## src/design/mpzg_pkg.sv

```systemverilog
// Shared types and constants for the matrix peak zone grow block.
// Used by every module of the block; no dependencies of its own.
package mpzg_pkg;

  // Geometry and sample format
  localparam int MAX_DIM     = 64;
  localparam int SAMPLE_BITS = 16;
  localparam int COORD_W     = $clog2(MAX_DIM);
  localparam int DIM_W       = COORD_W + 1;
  localparam int ADDR_W      = 2 * COORD_W;
  localparam int DEPTH       = 1 << ADDR_W;
  localparam int CW          = COORD_W + 3;    // signed ring coordinate
  localparam int CNT_W       = ADDR_W + 1;

  // Accumulators and divider
  localparam int WS_W       = 32;
  localparam int MOM_W      = 40;
  localparam int NUM_W      = MOM_W + 8;
  localparam int DEN_W      = SAMPLE_BITS + ADDR_W;
  localparam int Q_W        = DEN_W;
  localparam int KW         = $clog2(Q_W);
  localparam int CENT_BITS  = 14;

  // Stream widths
  localparam int IN_W  = ((ADDR_W + SAMPLE_BITS + 2 + 7) / 8) * 8;
  localparam int OUT_W = 96;

  localparam logic signed [CW-1:0] C_ONE  = CW'(1);
  localparam logic signed [CW-1:0] C_ZERO = '0;

  // Actions carried in tuser
  localparam logic [1:0] ACT_LOAD   = 2'd0;
  localparam logic [1:0] ACT_FIND   = 2'd1;
  localparam logic [1:0] ACT_READ   = 2'd2;
  localparam logic [1:0] ACT_RETIRE = 2'd3;

  // Cell marks
  localparam logic [1:0] MARK_FREE = 2'd0;
  localparam logic [1:0] MARK_ZONE = 2'd1;
  localparam logic [1:0] MARK_EXCL = 2'd2;

  // Register indexes
  localparam logic [1:0] REG_WIDTH  = 2'd0;
  localparam logic [1:0] REG_HEIGHT = 2'd1;
  localparam logic [1:0] REG_THRESH = 2'd2;

  // Store access for one cycle
  typedef struct packed {
    logic [ADDR_W-1:0]             rd_addr;
    logic                          mk_we;
    logic [ADDR_W-1:0]             mk_addr;
    logic [1:0]                    mk_data;
    logic                          sm_we;
    logic [ADDR_W-1:0]             sm_addr;
    logic signed [SAMPLE_BITS-1:0] sm_data;
  } store_req_t;

  // Divider launch
  typedef struct packed {
    logic             start;
    logic [NUM_W-1:0] num;
    logic [DEN_W-1:0] den;
    logic [KW-1:0]    top;
  } div_req_t;

  // Result item, last field in the lowest bits
  typedef struct packed {
    logic [1:0]                    cell_mark;
    logic signed [SAMPLE_BITS-1:0] peak_value;
    logic signed [SAMPLE_BITS-1:0] zone_mean;
    logic                          centroid_bad;
    logic [CENT_BITS-1:0]          centroid_row;
    logic [CENT_BITS-1:0]          centroid_col;
    logic [COORD_W-1:0]            peak_row;
    logic [COORD_W-1:0]            peak_col;
    logic [CNT_W-1:0]              zone_count;
    logic                          found;
  } result_t;

endpackage

```

## src/design/mpzg_div.sv

```systemverilog
// Shared restoring divider, one quotient bit per cycle from a chosen top bit.
// Depends on mpzg_pkg.
module mpzg_div (
  input  logic                       clk_i,
  input  logic                       rst_ni,
  input  mpzg_pkg::div_req_t         req_i,
  output logic                       busy_o,
  output logic                       done_o,
  output logic [mpzg_pkg::Q_W-1:0]   quot_o
);
  import mpzg_pkg::*;

  localparam int TR_W = DEN_W + Q_W;

  logic [NUM_W-1:0] rem_q;
  logic [DEN_W-1:0] den_q;
  logic [KW-1:0]    k_q;
  logic [Q_W-1:0]   q_q;
  logic             busy_q, done_q;
  logic [TR_W-1:0]  trial;

  // Shifted divisor for the current bit
  assign trial = TR_W'(den_q) << k_q;

  always_ff @(posedge clk_i or negedge rst_ni) begin
    if (!rst_ni) begin
      busy_q <= 1'b0;
      done_q <= 1'b0;
      rem_q  <= '0;
      den_q  <= '0;
      k_q    <= '0;
      q_q    <= '0;
    end else begin
      done_q <= 1'b0;
      if (req_i.start) begin
        rem_q  <= req_i.num;
        den_q  <= req_i.den;
        k_q    <= req_i.top;
        q_q    <= '0;
        busy_q <= 1'b1;
      end else if (busy_q) begin
        if (trial <= TR_W'(rem_q)) begin
          rem_q    <= rem_q - trial[NUM_W-1:0];
          q_q[k_q] <= 1'b1;
        end
        if (k_q == '0) begin
          busy_q <= 1'b0;
          done_q <= 1'b1;
        end else begin
          k_q <= k_q - KW'(1);
        end
      end
    end
  end

  assign busy_o = busy_q;
  assign done_o = done_q;
  assign quot_o = q_q;

endmodule

```

## config.mk

```make
export PLATFORM = sky130hd
export DESIGN_NAME = mpzg_div
export DESIGN_NICKNAME = d
export VERILOG_FILES = /design/src/design/mpzg_pkg.sv /design/src/design/mpzg_div.sv
export SDC_FILE = /design/constraint.sdc
export NUM_CORES = 1
export LEC_CHECK = 0
export BUFFER_PORTS_ARGS = -buffer_cell sky130_fd_sc_hd__buf_2
export CORE_MARGIN = 2
export CORE_UTILIZATION = 53
export DETAILED_ROUTE_END_ITERATION = 6
export GPL_TIMING_DRIVEN = 0
export PLACE_DENSITY = 0.75
export SKIP_LAST_GASP = 1
export SLEW_MARGIN = 20
export SYNTH_ARGS = -nofsm -noshare
export SYNTH_HDL_FRONTEND = slang
export SYNTH_SLANG_ARGS = --single-unit
```

## constraint.sdc

```tcl
create_clock -name clk_i -period 6.3 [get_ports clk_i]
set_input_delay 0.315 -clock clk_i [delete_from_list [all_inputs] [get_ports clk_i]]
set_output_delay 0.315 -clock clk_i [all_outputs]
set_load 0.05 [all_outputs]
```

Yosys cells after proc, flatten, opt, wreduce, memory -nomap -nowiden
Cells that the tools add are included.
{"block": "word_totals", "register_bits": 111, "in_bits": 84, "output_inout_bits": 30, "wordCells": 37}
{"block": "classes", "n_addsub": 2, "n_lt_le_gt_ge": 3, "n_eq_ne": 1, "shifts": 1, "mux": 17, "n_bitwise": 1, "reduce_logical": 6}
{"operator": "48-bit two-way mux", "count": 3}
{"operator": "28-bit two-way mux", "count": 3}
{"operator": "56-bit by 48-bit less-or-equal comparator with 1-bit output", "count": 1}
{"operator": "28-bit by 5-bit left shift with 56-bit output", "count": 1}
{"operator": "48-bit subtractor", "count": 1}
{"operator": "28-bit OR", "count": 1}
{"operator": "5-bit two-way mux", "count": 3}
{"operator": "1-bit two-way mux", "count": 7}
{"operator": "5-bit by 6-bit < comparator with 1-bit output, second input constant", "count": 1}
{"operator": "1-bit demux with 5-bit select", "count": 1}
{"operator": "5-bit by 1-bit >= comparator with 1-bit output, second input constant", "count": 1}
{"operator": "5-bit zero test", "count": 1}
{"operator": "5-bit by 1-bit subtractor with 5-bit output, second input constant", "count": 1}
{"operator": "2-bit AND reduction", "count": 2}
{"operator": "2-bit nonzero test", "count": 2}
{"operator": "2-bit != test, second input constant", "count": 1}
{"operator": "1-bit logical AND", "count": 1}

Depth between registers and ports, before layout
{"block": "depth", "ltp_word": 8, "depth_mapped": 26, "ltp_nobuf": 19}

Least setup slack after synthesis
Ideal clock, no wire load.
{"block": "synth_timing", "kind": "register to register", "startpoint": "reg k_q[0]", "endpoint": "reg rem_q[1]", "setup_ns": 0.125, "t_arrival_ns": 5.251, "t_required_ns": 6.175, "setup_slack_ns": 0.924, "path_stages_with_launch": 23, "n_path_buf": 7, "path_cell_list": "dfrtp_1 buf_6 buf_6 clkbuf_1 clkbuf_1 mux4_2 mux2i_1 mux2_2 nor2_1 a21oi_1 inv_1 ha_1 clkbuf_1 nand4_1 nor4_1 o311a_1 a211oi_1 a21oi_1 or2_0 clkbuf_2 clkbuf_1 o21ai_0 mux2_2"}
{"block": "synth_between", "elab_chain_len": 5, "elab_cells_between_ends": 8, "classes_between": "add/sub (1); order compare (1); shift (1); mux (3); reduce/logical (2)"}
{"item": "start: declaration", "line": "mpzg_div.sv:17", "rtl": "logic [KW-1:0] k_q;"}
{"item": "start signal: assignment", "line": "mpzg_div.sv:38", "rtl": "k_q <= req_i.top;"}
{"item": "start signal: assignment", "line": "mpzg_div.sv:50", "rtl": "k_q <= k_q - KW'(1);"}
{"item": "28-bit by 5-bit left shift with 56-bit output *", "line": "mpzg_div.sv:23", "rtl": "assign trial = TR_W'(den_q) << k_q;"}
{"item": "48-bit subtractor", "line": "mpzg_div.sv:43", "rtl": "rem_q <= rem_q - trial[NUM_W-1:0];"}
{"item": "48-bit two-way mux", "line": "mpzg_div.sv:42", "rtl": "if (trial <= TR_W'(rem_q)) begin"}
{"item": "48-bit two-way mux", "line": "mpzg_div.sv:41", "rtl": "end else if (busy_q) begin"}
{"item": "48-bit two-way mux", "line": "mpzg_div.sv:35", "rtl": "if (req_i.start) begin"}
{"item": "end signal: assignment", "line": "mpzg_div.sv:36", "rtl": "rem_q <= req_i.num;"}
{"item": "end signal: assignment", "line": "mpzg_div.sv:43"}
{"item": "end: declaration", "line": "mpzg_div.sv:15", "rtl": "logic [NUM_W-1:0] rem_q;"}
Mark *: on every way between the ends. The rest lies on a longest branch, timed or not. The select of a mux whose other input is x is not followed.
A chain may end at the register's enable or synchronous reset.

Worst setup path in the final report
{"block": "layout_timing", "startpoint": "reg k_q[0]", "endpoint": "reg rem_q[2]"}
Same word-level chain as after synthesis.

==> results.txt <==
----------------------------------------------------
[Synth]
  Most frequent cells after synthesis ... nand2_1 (131), nor2_1 (121), inv_1 (116), dfrtp_1 (111), a21oi_1 (103)
  Register bit total from synthesis ... 111
  Number of standard cells after synthesis ... 1324
  Number of enable flip-flop cells after synthesis ... 0
  Post-synthesis instance area ... 10600 µm²
  Most used flip-flop cell after synthesis ... dfrtp_1
  Mean area per synthesized cell ... 8.04 µm²
  Sequential element share of the synthesized area ... 26.1%
  Cells taking the most area after synthesis ... dfrtp_1 (26%), ha_1 (12%), mux2i_1 (5.8%)
  Synthesis warning total ... 0
  Fraction of post-synthesis cell area in the top cell type by area ... 26.1%
  Most frequent cell after synthesis ... nand2_1
  Synth Net Count ... 1508
  Proportion of register bits with asynchronous set or reset after synthesis ... 100%
  Count of cell types in the netlist ... 66
  Top cell type by total area after synthesis ... dfrtp_1

[Route]
  Final routed DRC violation total ... 0
  Routed vias ... 10.3k
  Detail Route Antenna Nets ... 0
  Mean routed wirelength per cell ... 19.9 µm
  Total length of routed wires ... 34300 µm
  Post-detailed-route via-to-cell ratio ... 6.00
  Count of routing violations after the opening detailed-route iteration ... 770
  Number of iterations in the first detailed-routing pass ... 6

[STA]
  Post-Route Skew ... 0.0197 ns
  Unrepaired setup endpoints after global routing ... false
  Smallest hold slack ... 0.137 ns
  Worst relative slew slack ... 41.7%
  Number of max-slew violations in the final report ... 0
  Final Hold Fails ... 0
  Final period util ... 97.8%
  Transition time at the pin with the least slew margin ... 0.875 ns
  Minimum clock period ... 6.16 ns
  Highest attainable clock frequency ... 0.162 GHz
  Number of setup violations in the final report ... 0

[Worst hold path]
  Type of the tightest min-delay check ... in -> reg

[CTS]
  Clock tree from TritonCTS ... built
  H-tree depth reported by CTS ... 3
  Root buffer cell ... clkbuf_16
  Number of buffers created by CTS ... 9
  Register clock-pin slew on the reported worst setup and hold paths ... 0.09 ns
  Clock buffer depth ... 2
  Clock latency reported for the late side of the worst-skew pair ... 0.38 ns
  Clock sink count ... 111

[Critical path]
  Crit path to ... rem_q[2]$_DFFE_PN0P_
  Worst setup path category ... reg -> reg
  Top cell family by delay on the critical path ... buffers and inverters
  Levels on crit path ... 23
  Capturing point of the worst reg2reg path ... rem_q[2]$_DFFE_PN0P_
  Worst reg2reg startpoint ... k_q[0]$_DFFE_PN0P_
  Critical path endpoint category ... flop
  Master of the slowest instance on the critical path ... clkbuf_1
  Buffers plus inverters on the worst setup path ... 8
  Arrival @ worst endpoint ... 6.39 ns
  Required time reported for the critical path endpoint ... 6.53 ns
  Critical Path, Cell by Cell ... buf_6 > buf_6 > clkbuf_2 > inv_1 > a31oi_2 > nor2_1 > a21oi_1 > mux2i_1 > nand2_1 > a21boi_1 > inv_1 > ha_1 > clkbuf_1 > nand4_1 > nor4_4 > buf_4 > o311a_1 > a211oi_1 > a21oi_2 > clkbuf_1 > nor4_1 > a21oi_1 > o21ai_0
  Nature of the critical path startpoint ... flop
  Worst Reg-to-Reg Cells ... 23
  CP startpoint ... k_q[0]$_DFFE_PN0P_
  Largest stage delay, worst path ... 0.71 ns
  CP Max Fanout ... 19
  Reg-to-reg setup timing slack ... 0.14 ns

[Place]
  GPL Wtd Cong ... 1.02
  Port Buffers ... 113
  Half-perimeter wire length of the detailed placement result ... 27100 µm

[Run]
  Count of maximum capacitance violations ... 0

[Outcome]
  Outcome ... completed

[Cells and area]
  Final core utilization ... 61.2%
  Fraction of layout instances using a drive strength above 1 ... 15.9%
  Number of diodes added for antenna fixing ... 0
  Signed area change from the synthesized netlist to the final layout ... 12.6%
  Number of nets in the layout ... 1634

[Floorplanning]
  Die H ... 146 µm
  Total core area ... 19600 µm²
  I/O pins ... 114
  Die Width ... 146 µm
  Number of placement rows ... 51
  Die area ... 21200 µm²
  Starting utilization of the core area ... 54.3%

[Global routing]
  Global route total overflow ... 0
  Global-route wire length before repair ... 55000 µm
  Largest net degree at the start of global routing ... 68
  Vias in the first global route ... 10.1k
  GRT Resource Usage Total ... 32.4%
  Antenna violations before repair ... 0

[Power]
  Power density of the placed cells ... 557 nW/µm²
  Worst IR Drop VDD ... 0.229 mV
  Leakage power of the design ... 0.00602 µW

----------------------------------------------------
-- worst min-delay path by stage --
stage                           start                     end  slack (ns)  cells after the start
5_1_grt                     req_i[46]   rem_q[13]$_DFFE_PN0P_        0.16                      3
4_1_cts                      req_i[4]      k_q[4]$_DFFE_PN0P_        0.14                      2
3_5_place_dp                   rst_ni   rem_q[10]$_DFFE_PN0P_        0.38                      1
3_3_place_gp   quot_o[19]$_DFFE_PN0P_  quot_o[19]$_DFFE_PN0P_        0.47                      2
6_report                     req_i[4]      k_q[4]$_DFFE_PN0P_        0.14                      2
2_1_floorplan                  rst_ni        busy_o$_DFF_PN0_        0.02                      0
-- per-stage QoR --
step	instance area, µm²	power (µW)	setup WS, ns	TNS, ns	instances
after floorplan	10600	4650	0.924	0	1324
after global placement	11500	5790	-1.74	-90.16	1702
after detailed placement	11600	5850	-1.71	-90.33	1703
after CTS	12000	6550	0.0132	0	1719
after global routing	12000	7230	0.0128	0	1720
final	12000	6680	0.140	0	1720
-- layout by cell type, fill, tap and decap left out, drive strengths merged, types with 32 or more instances in the layout --
cell type and instances:
mux2 54, dfrtp 111, a21oi 103, buf 130, mux2i 62, nor2 122, nand2 132, a21o 32
inv 118, a31oi 35, clkbuf 78, ha 99, o21ai 101
-- metal layers --
metal  wire length [µm]  track usage (%)
met1              15000             43.8
met3               2160             4.11
met4               1030             10.7
met2              16000             53.8
met5                  0                0
-- state kept, by name (all words and copies together), names as in the netlist --
register,flops
done_o,1
busy_o,1
k_q,5
den_q,28
rem_q,48
quot_o,28
-- timing repair --
item / 4_1_cts / 5_1_grt
resized for setup: 12 / 15
hold buffers: 1 / 0
setup endpoints to repair: 76 / 75
setup buffers: 0 / 2
cloned: 0 / 0
endpoints found under the hold margin: 25 / 0
pin swaps: 0 / 2
-- layout make-up --
cell class,count,area [µm²]
plain buffers,83,352
inverters,118,443
multi-input cells,1010,7130
flip-flops and latches,111,2780
repair buffers,117,624
well taps,265,332
fillers,1833,7600
clock inverters,7,110
clock buffers,9,225
-- cell families (layout without fill, tap and decap cells) --
| logic type | count (synthesis) | in the layout | synth area share [%] |
|---|---|---|---|
| AOI/OAI and AO/OA | 363 | 363 | 20.8 |
| xor gates and xnor gates | 40 | 40 | 3.29 |
| adders and majority gates | 100 | 100 | 11.8 |
| buffers and inverters | 203 | 334 | 7.38 |
| DFF | 111 | 111 | 26.1 |
| muxes | 129 | 129 | 14.4 |
| and+or+nand+nor | 378 | 378 | 16.2 |
-- power breakdown --
group / internal (µW) / switching [µW] / total, µW / leakage, µW
clock network: 327 / 336 / 662 / 0.000162
registers: 912 / 166 / 1080 / 0.00137
logic: 1850 / 3080 / 4940 / 0.00448
(Power assumes the default switching activity.)
